--- config.mk ---
export PLATFORM = sky130hd
export DESIGN_NAME = skeleton_neighbor_classifier
export DESIGN_NICKNAME = d
export VERILOG_FILES = /design/src/skc_pkg.sv /design/src/skc_line_store.sv /design/src/skc_window_class.sv /design/src/skeleton_neighbor_classifier.sv
export SDC_FILE = /design/constraint.sdc
export NUM_CORES = 2
export LEC_CHECK = 0
export BUFFER_PORTS_ARGS = -buffer_cell sky130_fd_sc_hd__buf_2
export CORE_MARGIN = 5
export CORE_UTILIZATION = 23
export DETAILED_ROUTE_END_ITERATION = 16
export REMOVE_ABC_BUFFERS = 1
export SLEW_MARGIN = 20
export SYNTH_ARGS = -nofsm -noshare
export SYNTH_HDL_FRONTEND = slang
export SYNTH_SLANG_ARGS = --single-unit
--- constraint.sdc ---
create_clock -name i_clk -period 26.6 [get_ports i_clk]
set_input_delay 2.66 -clock i_clk [delete_from_list [all_inputs] [get_ports i_clk]]
set_output_delay 2.66 -clock i_clk [all_outputs]
set_load 0.02 [all_outputs]
--- src/skc_pkg.sv ---
// Package for the skeleton neighbor classifier: field widths, register indexes,
// reset values, classification thresholds and the classification struct.
// No dependencies.
`timescale 1ns / 1ps
`default_nettype none

package skc_pkg;

    localparam int unsigned PIX_W       = 8;
    localparam int unsigned COORD_W     = 10;
    localparam int unsigned ROW_W       = 10;
    localparam int unsigned COUNT_W     = 4;
    localparam int unsigned TOTAL_W     = 20;
    localparam int unsigned CFG_DATA_W  = 11;
    localparam int unsigned CFG_INDEX_W = 2;
    localparam int unsigned WIN_W       = 9;
    localparam int unsigned CENTER_BIT  = 4;
    localparam int unsigned LINE_W      = 2;

    localparam int unsigned SIZE_MIN   = 3;
    localparam int unsigned HEIGHT_MAX = 1024;
    localparam int unsigned BRANCH_MIN = 3;
    localparam int unsigned TIP_COUNT  = 1;
    localparam int unsigned KEEP_MIN   = 2;

    localparam logic [CFG_DATA_W-1:0] WIDTH_RESET  = 11'd640;
    localparam logic [CFG_DATA_W-1:0] HEIGHT_RESET = 11'd480;
    localparam logic [TOTAL_W-1:0]    TOTAL_MAX    = '1;

    typedef enum logic [CFG_INDEX_W-1:0] {
        REG_FRAME_WIDTH  = 2'd0,
        REG_FRAME_HEIGHT = 2'd1
    } t_reg_index;

    typedef struct packed {
        logic               center_set;
        logic [COUNT_W-1:0] neighbor_count;
        logic               is_branch;
        logic               is_tip;
        logic               kept;
    } t_class;

endpackage

`default_nettype wire

--- src/skc_line_store.sv ---
// Line store for the two previous image rows, one bit of each row per column.
// Registered read port and a separate write port; uses skc_pkg for the word width.
`timescale 1ns / 1ps
`default_nettype none

module skc_line_store
    import skc_pkg::*;
#(
    parameter int unsigned DEPTH  = 1024,
    parameter int unsigned ADDR_W = 10
) (
    input  wire logic              i_clk,
    input  wire logic              i_rd_en,
    input  wire logic [ADDR_W-1:0] i_rd_addr,
    output logic      [LINE_W-1:0] o_rd_data,
    input  wire logic              i_wr_en,
    input  wire logic [ADDR_W-1:0] i_wr_addr,
    input  wire logic [LINE_W-1:0] i_wr_data
);

    logic [LINE_W-1:0] r_mem [DEPTH];
    logic [LINE_W-1:0] r_rd_data;

    always_ff @(posedge i_clk) begin
        if (i_wr_en) begin
            r_mem[i_wr_addr] <= i_wr_data;
        end
    end

    always_ff @(posedge i_clk) begin
        if (i_rd_en) begin
            r_rd_data <= r_mem[i_rd_addr];
        end
    end

    assign o_rd_data = r_rd_data;

endmodule

`default_nettype wire

--- src/skc_window_class.sv ---
// Classification of the center of a 3x3 window: neighbor count and the
// branch, tip and keep flags. Uses skc_pkg for thresholds and t_class.
`timescale 1ns / 1ps
`default_nettype none

module skc_window_class
    import skc_pkg::*;
(
    input  wire logic [WIN_W-1:0] i_window,
    output t_class                o_class
);

    logic [COUNT_W-1:0] count;
    logic               center;

    always_comb begin
        count = '0;
        for (int i = 0; i < WIN_W; i++) begin
            if (i != CENTER_BIT) begin
                count = count + COUNT_W'(i_window[i]);
            end
        end
        center = i_window[CENTER_BIT];

        o_class.center_set     = center;
        o_class.neighbor_count = count;
        o_class.is_branch      = center && (count >= COUNT_W'(BRANCH_MIN));
        o_class.is_tip         = center && (count == COUNT_W'(TIP_COUNT));
        o_class.kept           = center && (count >= COUNT_W'(KEEP_MIN));
    end

endmodule

`default_nettype wire

--- src/skeleton_neighbor_classifier.sv ---
// Top level of the skeleton neighbor classifier: position counters, line store,
// window register, frame totals and output register. Uses skc_pkg,
// skc_line_store and skc_window_class.
//
//   channel  direction  handshake                 payload
//   cfg      in         i_cfg_valid / o_cfg_ready  i_cfg_index, i_cfg_data
//   pixel    in         i_in_valid / o_in_stall    i_pixel_value
//   result   out        o_out_valid / i_out_stall  center, count, flags, totals
//
// One pixel beat is taken every cycle while o_in_stall is low. The line store
// read is registered, so each pixel is held in the window stage before its result
// is loaded into the output register.
// Reset is synchronous and active low; the line store is not cleared.
// A stalled result holds the window stage; further pixels are stalled only then.
`timescale 1ns / 1ps
`default_nettype none

module skeleton_neighbor_classifier
    import skc_pkg::*;
#(
    parameter int unsigned MAX_WIDTH = 1024
) (
    input  wire logic                   i_clk,
    input  wire logic                   i_rst_n,
    input  wire logic                   i_cfg_valid,
    output logic                        o_cfg_ready,
    input  wire logic [CFG_INDEX_W-1:0] i_cfg_index,
    input  wire logic [CFG_DATA_W-1:0]  i_cfg_data,
    input  wire logic                   i_in_valid,
    output logic                        o_in_stall,
    input  wire logic [PIX_W-1:0]       i_pixel_value,
    output logic                        o_out_valid,
    input  wire logic                   i_out_stall,
    output logic [COORD_W-1:0]          o_center_x,
    output logic [COORD_W-1:0]          o_center_y,
    output logic                        o_center_set,
    output logic [COUNT_W-1:0]          o_neighbor_count,
    output logic                        o_is_branch,
    output logic                        o_is_tip,
    output logic                        o_kept_after_prune,
    output logic [TOTAL_W-1:0]          o_branch_total,
    output logic [TOTAL_W-1:0]          o_tip_total,
    output logic                        o_frame_end
);

    localparam int unsigned COL_W = $clog2(MAX_WIDTH);
    localparam int unsigned CNT_W = $clog2(MAX_WIDTH + 1);

    logic [CFG_DATA_W-1:0] r_frame_width;
    logic [CFG_DATA_W-1:0] r_frame_height;
    logic [COL_W-1:0]      r_col;
    logic [ROW_W-1:0]      r_row;
    logic                  r_s1_valid;
    logic                  r_s1_pix;
    logic [COL_W-1:0]      r_s1_col;
    logic [ROW_W-1:0]      r_s1_row;
    logic                  r_s1_has_res;
    logic                  r_s1_frame_last;
    logic [WIN_W-1:0]      r_window;
    logic [TOTAL_W-1:0]    r_branch_cnt;
    logic [TOTAL_W-1:0]    r_tip_cnt;
    logic                  r_out_valid;
    logic [COORD_W-1:0]    r_out_x;
    logic [COORD_W-1:0]    r_out_y;
    t_class                r_out_class;
    logic [TOTAL_W-1:0]    r_out_branch;
    logic [TOTAL_W-1:0]    r_out_tip;
    logic                  r_out_frame_end;

    logic [WIN_W-1:0]      n_window;
    logic [TOTAL_W-1:0]    n_branch_cnt;
    logic [TOTAL_W-1:0]    n_tip_cnt;

    logic [CNT_W-1:0]      eff_width;
    logic [CFG_DATA_W-1:0] eff_height;
    logic                  in_accept;
    logic                  out_free;
    logic                  s1_adv;
    logic                  row_last;
    logic                  frame_last;
    logic                  has_res;
    logic [LINE_W-1:0]     line_rd;
    t_class                cls;

    // Configuration registers.
    assign o_cfg_ready = 1'b1;

    always_ff @(posedge i_clk) begin
        if (!i_rst_n) begin
            r_frame_width  <= WIDTH_RESET;
            r_frame_height <= HEIGHT_RESET;
        end else if (i_cfg_valid) begin
            unique case (t_reg_index'(i_cfg_index))
                REG_FRAME_WIDTH:  r_frame_width  <= i_cfg_data;
                REG_FRAME_HEIGHT: r_frame_height <= i_cfg_data;
                default: ;
            endcase
        end
    end

    always_comb begin
        if (r_frame_width < CFG_DATA_W'(SIZE_MIN)) begin
            eff_width = CNT_W'(SIZE_MIN);
        end else if (32'(r_frame_width) > MAX_WIDTH) begin
            eff_width = CNT_W'(MAX_WIDTH);
        end else begin
            eff_width = CNT_W'(r_frame_width);
        end
        if (r_frame_height < CFG_DATA_W'(SIZE_MIN)) begin
            eff_height = CFG_DATA_W'(SIZE_MIN);
        end else if (r_frame_height > CFG_DATA_W'(HEIGHT_MAX)) begin
            eff_height = CFG_DATA_W'(HEIGHT_MAX);
        end else begin
            eff_height = r_frame_height;
        end
    end

    // Handshake.
    assign out_free   = !r_out_valid || !i_out_stall;
    assign s1_adv     = r_s1_valid && (!r_s1_has_res || out_free);
    assign o_in_stall = r_s1_valid && !s1_adv;
    assign in_accept  = i_in_valid && !o_in_stall;

    // Raster position of the incoming pixel.
    assign row_last   = (CNT_W'(r_col) + CNT_W'(1)) >= eff_width;
    assign frame_last = row_last && ((CFG_DATA_W'(r_row) + CFG_DATA_W'(1)) >= eff_height);
    assign has_res    = (r_col >= COL_W'(2)) && (r_row >= ROW_W'(2));

    always_ff @(posedge i_clk) begin
        if (!i_rst_n) begin
            r_col <= '0;
            r_row <= '0;
        end else if (in_accept) begin
            if (row_last) begin
                r_col <= '0;
                r_row <= frame_last ? '0 : r_row + ROW_W'(1);
            end else begin
                r_col <= r_col + COL_W'(1);
            end
        end
    end

    // Window stage.
    always_ff @(posedge i_clk) begin
        if (!i_rst_n) begin
            r_s1_valid <= 1'b0;
        end else begin
            r_s1_valid <= in_accept || (r_s1_valid && !s1_adv);
        end
    end

    always_ff @(posedge i_clk) begin
        if (in_accept) begin
            r_s1_pix        <= (i_pixel_value != '0);
            r_s1_col        <= r_col;
            r_s1_row        <= r_row;
            r_s1_has_res    <= has_res;
            r_s1_frame_last <= frame_last;
        end
    end

    skc_line_store #(
        .DEPTH  (MAX_WIDTH),
        .ADDR_W (COL_W)
    ) u_line_store (
        .i_clk     (i_clk),
        .i_rd_en   (in_accept),
        .i_rd_addr (r_col),
        .o_rd_data (line_rd),
        .i_wr_en   (s1_adv),
        .i_wr_addr (r_s1_col),
        .i_wr_data ({r_s1_pix, line_rd[1]})
    );

    assign n_window = {r_s1_pix, line_rd[1], line_rd[0], r_window[WIN_W-1:3]};

    skc_window_class u_window_class (
        .i_window (n_window),
        .o_class  (cls)
    );

    always_comb begin
        n_branch_cnt = r_branch_cnt;
        n_tip_cnt    = r_tip_cnt;
        if (r_s1_has_res && cls.is_branch && (r_branch_cnt != TOTAL_MAX)) begin
            n_branch_cnt = r_branch_cnt + TOTAL_W'(1);
        end
        if (r_s1_has_res && cls.is_tip && (r_tip_cnt != TOTAL_MAX)) begin
            n_tip_cnt = r_tip_cnt + TOTAL_W'(1);
        end
    end

    always_ff @(posedge i_clk) begin
        if (!i_rst_n) begin
            r_window     <= '0;
            r_branch_cnt <= '0;
            r_tip_cnt    <= '0;
        end else if (s1_adv) begin
            r_window     <= n_window;
            r_branch_cnt <= r_s1_frame_last ? '0 : n_branch_cnt;
            r_tip_cnt    <= r_s1_frame_last ? '0 : n_tip_cnt;
        end
    end

    // Output register.
    always_ff @(posedge i_clk) begin
        if (!i_rst_n) begin
            r_out_valid <= 1'b0;
        end else begin
            r_out_valid <= (s1_adv && r_s1_has_res) || (r_out_valid && i_out_stall);
        end
    end

    always_ff @(posedge i_clk) begin
        if (s1_adv && r_s1_has_res) begin
            r_out_x         <= COORD_W'(32'(r_s1_col) - 32'd1);
            r_out_y         <= r_s1_row - ROW_W'(1);
            r_out_class     <= cls;
            r_out_branch    <= n_branch_cnt;
            r_out_tip       <= n_tip_cnt;
            r_out_frame_end <= r_s1_frame_last;
        end
    end

    assign o_out_valid        = r_out_valid;
    assign o_center_x         = r_out_x;
    assign o_center_y         = r_out_y;
    assign o_center_set       = r_out_class.center_set;
    assign o_neighbor_count   = r_out_class.neighbor_count;
    assign o_is_branch        = r_out_class.is_branch;
    assign o_is_tip           = r_out_class.is_tip;
    assign o_kept_after_prune = r_out_class.kept;
    assign o_branch_total     = r_out_branch;
    assign o_tip_total        = r_out_tip;
    assign o_frame_end        = r_out_frame_end;

    assert property (@(posedge i_clk) disable iff (!i_rst_n)
        o_in_stall |-> (r_s1_valid && r_s1_has_res && r_out_valid && i_out_stall))
        else $error("pixel stalled without a blocked result");

    assert property (@(posedge i_clk) disable iff (!i_rst_n)
        (s1_adv && r_s1_frame_last) |=> (r_branch_cnt == '0 && r_tip_cnt == '0))
        else $error("frame totals not cleared after the last pixel");

    assert property (@(posedge i_clk) disable iff (!i_rst_n)
        (r_s1_valid && !s1_adv) |=> (r_s1_valid && $stable(r_s1_col) && $stable(r_s1_row)))
        else $error("window stage lost a held pixel");

    assert property (@(posedge i_clk) disable iff (!i_rst_n)
        (o_out_valid && o_center_set) |->
            (o_kept_after_prune == (o_neighbor_count >= 4'd2)))
        else $error("keep flag disagrees with neighbor count");

endmodule

`default_nettype wire
Word-level counts from Yosys, hierarchy flattened
Memory sizes are Yosys's and may differ from the RTL's. A register that Yosys moved wholly into a read port is not among the register bits.
Index checks and enable logic that the tools add are counted.
{"block": "totals", "elab_cells": 94, "in_bits": 26, "ramBits": 2048, "output_inout_bits": 72, "n_memories": 1, "reg_bits": 185}
{"name": "u_line_store.r_mem", "depth": 1024, "width": 2, "read_ports": 1, "rd_clocked_by_memory_dff": 1, "write_ports": 1, "line": "skc_line_store.sv:21", "text": "logic [LINE_W-1:0] r_mem [DEPTH];"}
{"block": "classes", "n_reduce_logical": 28, "n_mux": 12, "addsub": 15, "eq_ne": 4, "magnitude_cmp": 10}
{"cell": "20-bit 2-to-1 mux", "count": 4}
{"cell": "11-bit 2-to-1 mux", "count": 4}
{"cell": "20-bit by 1-bit adder with 20-bit output, second input constant", "count": 2}
{"cell": "20-bit != test, second input constant", "count": 2}
{"cell": "4-bit by 1-bit adder with 4-bit output", "count": 6}
{"cell": "10-bit by 1-bit adder with 11-bit output, second input constant", "count": 2}
{"cell": "11-bit >= comparator", "count": 2}
{"cell": "11-bit greater-than comparator, second input constant", "count": 2}
{"cell": "11-bit by 2-bit < comparator with 1-bit output, second input constant", "count": 2}
{"cell": "10-bit by 1-bit adder with 10-bit output, second input constant", "count": 2}
{"cell": "10-bit by 2-bit >= comparator with 1-bit output, second input constant", "count": 2}
{"cell": "10-bit 2-to-1 mux", "count": 2}
{"cell": "10-bit by 1-bit subtractor with 10-bit output, second input constant", "count": 2}
{"cell": "1-bit logical AND", "count": 14}
{"cell": "4-bit by 2-bit >= comparator with 1-bit output, second input constant", "count": 2}
{"cell": "8-bit nonzero test", "count": 1}
{"cell": "2-bit AND reduction", "count": 3}
{"cell": "1-bit logical NOT", "count": 5}
{"cell": "4-bit by 1-bit equality test with 1-bit output, second input constant", "count": 1}
{"cell": "1-bit logical OR", "count": 4}
{"cell": "1-bit by 1-bit adder with 2-bit output", "count": 1}
{"cell": "2-bit by 1-bit equality test with 1-bit output, second input constant", "count": 1}
{"cell": "2-bit logical NOT", "count": 1}
{"cell": "1-bit 2-to-1 mux", "count": 2}

Logic depth before layout (Yosys ltp)
{"block": "logic_depth", "word_depth": 13, "ltp_mapped": 20, "mapped_depth_nobuf": 16}

By module
A second synthesis with hierarchy kept.
{"block": "hier_totals", "hier_cells": 5668, "hier_area_um2": 92598.8}
{"module": "skc_line_store", "instances": 1, "seq_area_each_um2": 61559.0, "area_per_inst_um2": 83777.8, "cells_each": 4793}
{"module": "skeleton_neighbor_classifier", "instances": 1, "seq_area_each_um2": 4564.4, "area_per_inst_um2": 8572.0, "cells_each": 846}
{"module": "skc_window_class", "instances": 1, "seq_area_each_um2": 0.0, "area_per_inst_um2": 249.0, "cells_each": 29}

Worst setup path after synthesis
No wires, ideal clock.
{"block": "synth_path", "path_type": "register to register", "from": "register r_s1_pix", "to": "register r_out_tip[18], in the netlist o_tip_total[18] (data pin)", "arrival_ns": 17.234, "setup_ns": 0.257, "path_stages_with_launch": 16, "n_path_buf": 1, "path_slack_ns": 9.109, "required_time_ns": 26.343, "period_less_slack_ns": 17.491, "path_cell_list": "edfxtp_1 inv_1 fa_1 fa_1 fa_1 fa_1 nand2b_1 o31a_1 nand4b_1 nor2_1 and3_1 clkbuf_1 and3_1 and3_1 xnor2_1 inv_1"}
{"block": "synth_via", "elab_chain_len": 6}
{"element": "start, declared", "line": "skeleton_neighbor_classifier.sv:54", "text": "logic r_s1_pix;"}
{"element": "start signal, assigned", "line": "skeleton_neighbor_classifier.sv:154", "text": "r_s1_pix <= (i_pixel_value != '0);"}
{"element": "4-bit by 1-bit adder with 4-bit output", "line": "skc_window_class.sv:20", "text": "count = count + COUNT_W'(i_window[i]);"}
{"element": "4-bit by 1-bit equality test with 1-bit output", "line": "skc_window_class.sv:28", "text": "o_class.is_tip = center && (count == COUNT_W'(TIP_COUNT));"}
{"element": "1-bit logical AND", "line": "skc_window_class.sv:28"}
{"element": "1-bit logical AND (2 in series)", "line": "skeleton_neighbor_classifier.sv:188", "text": "if (r_s1_has_res && cls.is_tip && (r_tip_cnt != TOTAL_MAX)) begin"}
{"element": "20-bit 2-to-1 mux", "line": "skeleton_neighbor_classifier.sv:188"}
{"element": "named net n_tip_cnt[18]", "line": "skeleton_neighbor_classifier.sv:72", "text": "logic [TOTAL_W-1:0] n_tip_cnt;"}
{"element": "end signal, assigned", "line": "skeleton_neighbor_classifier.sv:220", "text": "r_out_tip <= n_tip_cnt;"}
{"element": "end, declared", "line": "skeleton_neighbor_classifier.sv:67", "text": "logic [TOTAL_W-1:0] r_out_tip;"}
The timed path passes the listed nets, and every way through them passes these cells.
A chain may end at the register's enable or synchronous reset.

Worst setup path after layout
{"block": "layout_path", "from": "register r_col[1]", "to": "register r_row[6]"}
{"block": "layout_via", "elab_chain_len": 4, "word_cells_on_any_way": 5, "classes_between": "1 x add/sub; 1 x order compare; 1 x mux; 2 x reduce/logical"}
{"element": "start, declared", "line": "skeleton_neighbor_classifier.sv:51", "text": "logic [COL_W-1:0] r_col;"}
{"element": "start signal, assigned", "line": "skeleton_neighbor_classifier.sv:138", "text": "r_col <= r_col + COL_W'(1);"}
{"element": "10-bit by 1-bit adder with 11-bit output *", "line": "skeleton_neighbor_classifier.sv:125", "text": "assign row_last = (CNT_W'(r_col) + CNT_W'(1)) >= eff_width;"}
{"element": "11-bit >= comparator *", "line": "skeleton_neighbor_classifier.sv:125"}
{"element": "1-bit logical AND", "line": "skeleton_neighbor_classifier.sv:126", "text": "assign frame_last = row_last && ((CFG_DATA_W'(r_row) + CFG_DATA_W'(1)) >= eff_height);"}
{"element": "10-bit 2-to-1 mux", "line": "skeleton_neighbor_classifier.sv:136", "text": "r_row <= frame_last ? '0 : r_row + ROW_W'(1);"}
{"element": "end signal, assigned", "line": "skeleton_neighbor_classifier.sv:136"}
{"element": "end, declared", "line": "skeleton_neighbor_classifier.sv:52", "text": "logic [ROW_W-1:0] r_row;"}
Mark *: on every way between the ends. The rest lies on a longest branch, timed or not.

==> impl_results.md <==
- Cell count after synthesis: 5628
- Critical Path RT: 27.37 ns
- Initial antenna violation count: 15
- RSZ-0062 raised after global routing: false
- R2R Path End: r_row[6]$_SDFFE_PN0P_
- Min-delay src: r_window[5]$_SDFFE_PN0P_
- R2R cell count: 14
- Root Buffer: clkbuf_16
- Post-CTS Hold Buffers: 0
- GRT Resource Usage Total: 12.2%
- Synth Cell Area: 91800 um2
- Fraction of layout cells with a size suffix above 1: 19.7%
- Synth area leader: edfxtp_1
- Initial DRC Count: 7162
- First-pass GRT wire length: 378000 um
- Sink Count: 2232
- Final hold violation count: 0
- Nets: 5729
- Total power: 7.32 mW
- Most frequent cell after synthesis: edfxtp_1
- Core Box Area: 399000 um2
- Worst slew pin tran: 1.17 ns
- Endpoint, Worst Hold: r_window[5]$_SDFFE_PN0P_
- Vias in the first global route: 53053
- CTS tree: yes
- Mean Syn Cell Area: 16.3 um2
- HPWL Detailed: 156000 um
- Post-synth EDFFs: 2142
- Max Clk Rate: 0.164 GHz
- Via density: 4.77
- Seq/Total Area, Yosys: 72.0%
- Yosys top cell area share: 70.1%
- Setup repair bufs after CTS: 0
- Worst slack at placement: 20.50 ns
- Post-synthesis async set-or-reset flop share: 0%
- CTS resizes: 0
- CP startpoint kind: flip-flop
- Row count: 232
- Worst vdd ir: 70.5 uV
- Critical R2R Launch: r_col[1]$_SDFFE_PN0P_
- Clock Latency Late Sink: 0.89 ns
- P per Cell Area: 69.2 nW/um2
- Die Y: 642 um
- Final TNS setup: 0 ns
- Final Max Slew Viols: 0
- Routed len/inst: 23.6 um
- Slew margin rel.: 21.8%
- Die extent in x: 642 um
- Routability cong.: 0.817
- CTS max path bufs: 3
- Layout fillers: 40028
- Residual DRC: 0
- Final Setup Violations: 0
- Largest net degree at the start of global routing: 261
- Final Worst Setup Slack: 20.52 ns
- Ys flop type: edfxtp_1
- DP Cell Count: 10703
- I/O Pins: 98
- Area grow syn2layout: 15.3%
- Crit end category: flip-flop
- Util after Layout: 26.5%
- Minimum clock period: 6.08 ns
- Clock buffer count from CTS: 220
- DIE AREA: 412000 um2
- Via count: 53081
- Initial DRT Pass Iterations: 8
- Worst min path class: reg2reg
- Crit Path Max Fanout: 48
- Leakage: 30.9 nW
- Hold path depth: 2
- GR Overflow Total: 0
- Worst Clk Skew: 0.0760 ns
- Final std cells w/o fill: 11125
- IO Port Bufs: 96
- Distinct cell type count after synthesis: 80
- Htree depth: 4
- Critical path class: reg2reg
- Synthesized flop and latch total: 2232
- Largest cells by area after synthesis: edfxtp_1, mux4_2, nor2_1
- Max cap viols: 0
- Arrival time worst endpoint: 6.85 ns
- Clk slew on worst S/H paths: 0.06 ns
- Initial core utilization: 23.0%
- Status: completed
- Critical path origin: r_col[1]$_SDFFE_PN0P_
- Final cycle utilization of the critical path: 22.9%
- Final wirelength: 263000 um
- Remaining antenna violation count: 0
- Post-synth top cells: edfxtp_1, nor2_1, mux4_2
- Synth warn: 0
- Setup slack, reg-to-reg: 20.52 ns
[worst max-delay path, stage by stage (launching register included)]
cell and delay, ns:
dfxtp_4 0.75, buf_4 0.64, buf_4 0.73, buf_4 0.66, nand2_1 0.62, nand2_1 0.41, ha_1 0.19, o21ai_0 0.09
a21oi_1 0.15, o31a_1 0.17, o31ai_1 0.09, buf_4 0.18, nor3_1 0.83, nand3b_1 0.14, a21oi_1 0.21
[per-stage QoR]
stage,hold WS [ns],area [um2]
finish,0.462,106000
global route,0.489,106000
CTS,0.466,106000
detailed placement,0.457,98400
global placement,0.446,98400
floorplan,0.436,89900
[cell families after synthesis]
family          after synthesis  synth area share, %
flops                      2232                 72.0
simple gates               1720                 7.76
mux                         620                 13.3
buf+inv                     474                 2.25
compound gates              471                 3.42
xor+xnor                     69                0.658
fa+ha+maj                    41                0.592
other cells                   1              0.00409
[how the worst max path moves through the flow]
stage	cells past startpoint	slack, ns	to
after CTS	14	20.63	r_row[6]$_SDFFE_PN0P_
final	14	20.52	r_row[6]$_SDFFE_PN0P_
after floorplan	7	1.37	u_line_store.o_rd_data[0]$_DFFE_PP_
after detailed placement	7	20.50	u_line_store.r_mem[240][0]$_DFFE_PP_
after global placement	7	20.52	u_line_store.r_mem[240][0]$_DFFE_PP_
after global routing	14	20.17	r_row[6]$_SDFFE_PN0P_
[routing by layer]
layer	global-route usage, %	wire [um]	up-vias
li1	-	-	21809
met1	16.6	105000	27832
met2	19.4	122000	2896
met3	2.56	25800	542
met4	4.35	9750	2
met5	0	13	-
[state kept, by name, indices dropped and copies added, names as in the netlist, 2 cells and up]
| signal | flops |
|---|---|
| r_tip_cnt | 20 |
| u_line_store.r_mem | 2048 |
| o_tip_total | 20 |
| r_col | 10 |
| r_frame_height | 11 |
| r_frame_width | 11 |
| o_neighbor_count | 4 |
| r_branch_cnt | 20 |
| o_center_y | 10 |
| r_window | 6 |
| o_center_x | 10 |
| o_branch_total | 20 |
| r_row | 10 |
| u_line_store.o_rd_data | 2 |
| r_s1_col | 10 |
| r_s1_row | 10 |
[report_power, final]
part           leakage [nW]  internal, mW  switching, mW
logic                  7.57         0.129          0.210
clock network          3.52          1.74           1.38
registers              19.8          3.85         0.0111
total                  30.9          5.72           1.60
[placed cells by master (no fill, tap or decap), drive strengths merged, types with 7 or more instances in the layout]
| cell | synthesis | routed |
|---|---|---|
| edfxtp | 2142 | 2142 |
| nor2 | 1144 | 1144 |
| mux4 | 475 | 475 |
| nand2 | 260 | 260 |
| clkbuf | 307 | 260 |
| buf | 126 | 245 |
| mux2i | 119 | 119 |
| nand3 | 115 | 115 |
| clkinv | 4 | 114 |
| a21oi | 109 | 109 |
| a22oi | 109 | 109 |
| dfxtp | 90 | 90 |
| o21ai | 68 | 68 |
| inv | 37 | 48 |
| xnor2 | 37 | 37 |
| ha | 37 | 37 |
| nor3 | 37 | 37 |
| xor2 | 32 | 32 |
| a31oi | 29 | 29 |
| o22ai | 28 | 28 |
| mux2 | 26 | 26 |
| and3 | 25 | 25 |
| nand4 | 22 | 22 |
| nor2b | 22 | 22 |
| bufinv | 0 | 20 |
| nor4 | 18 | 18 |
| o211ai | 16 | 16 |
| or3 | 15 | 15 |
| a221oi | 14 | 14 |
| nand2b | 13 | 13 |
| o2111ai | 13 | 13 |
| clkinvlp | 0 | 12 |
| a211oi | 11 | 11 |
| and2 | 10 | 10 |
| o21a | 9 | 9 |
| or2 | 9 | 9 |
| a2111oi | 9 | 9 |
| diode | 0 | 7 |
| nor3b | 7 | 7 |
[cell type report]
type                       count  area (um2)  area share, %
antenna                        7        17.5         0.0166
inverter                      41         158          0.149
timing repair buffer         245        1780           1.68
clock buffer                 260        5700           5.38
multi-input combinational   2922       23800           22.5
sequential                  2232       66100           62.5
tap                         5265        6590           6.23
clock inverter               153        1570           1.49
Power figures use the tool's default switching activity.
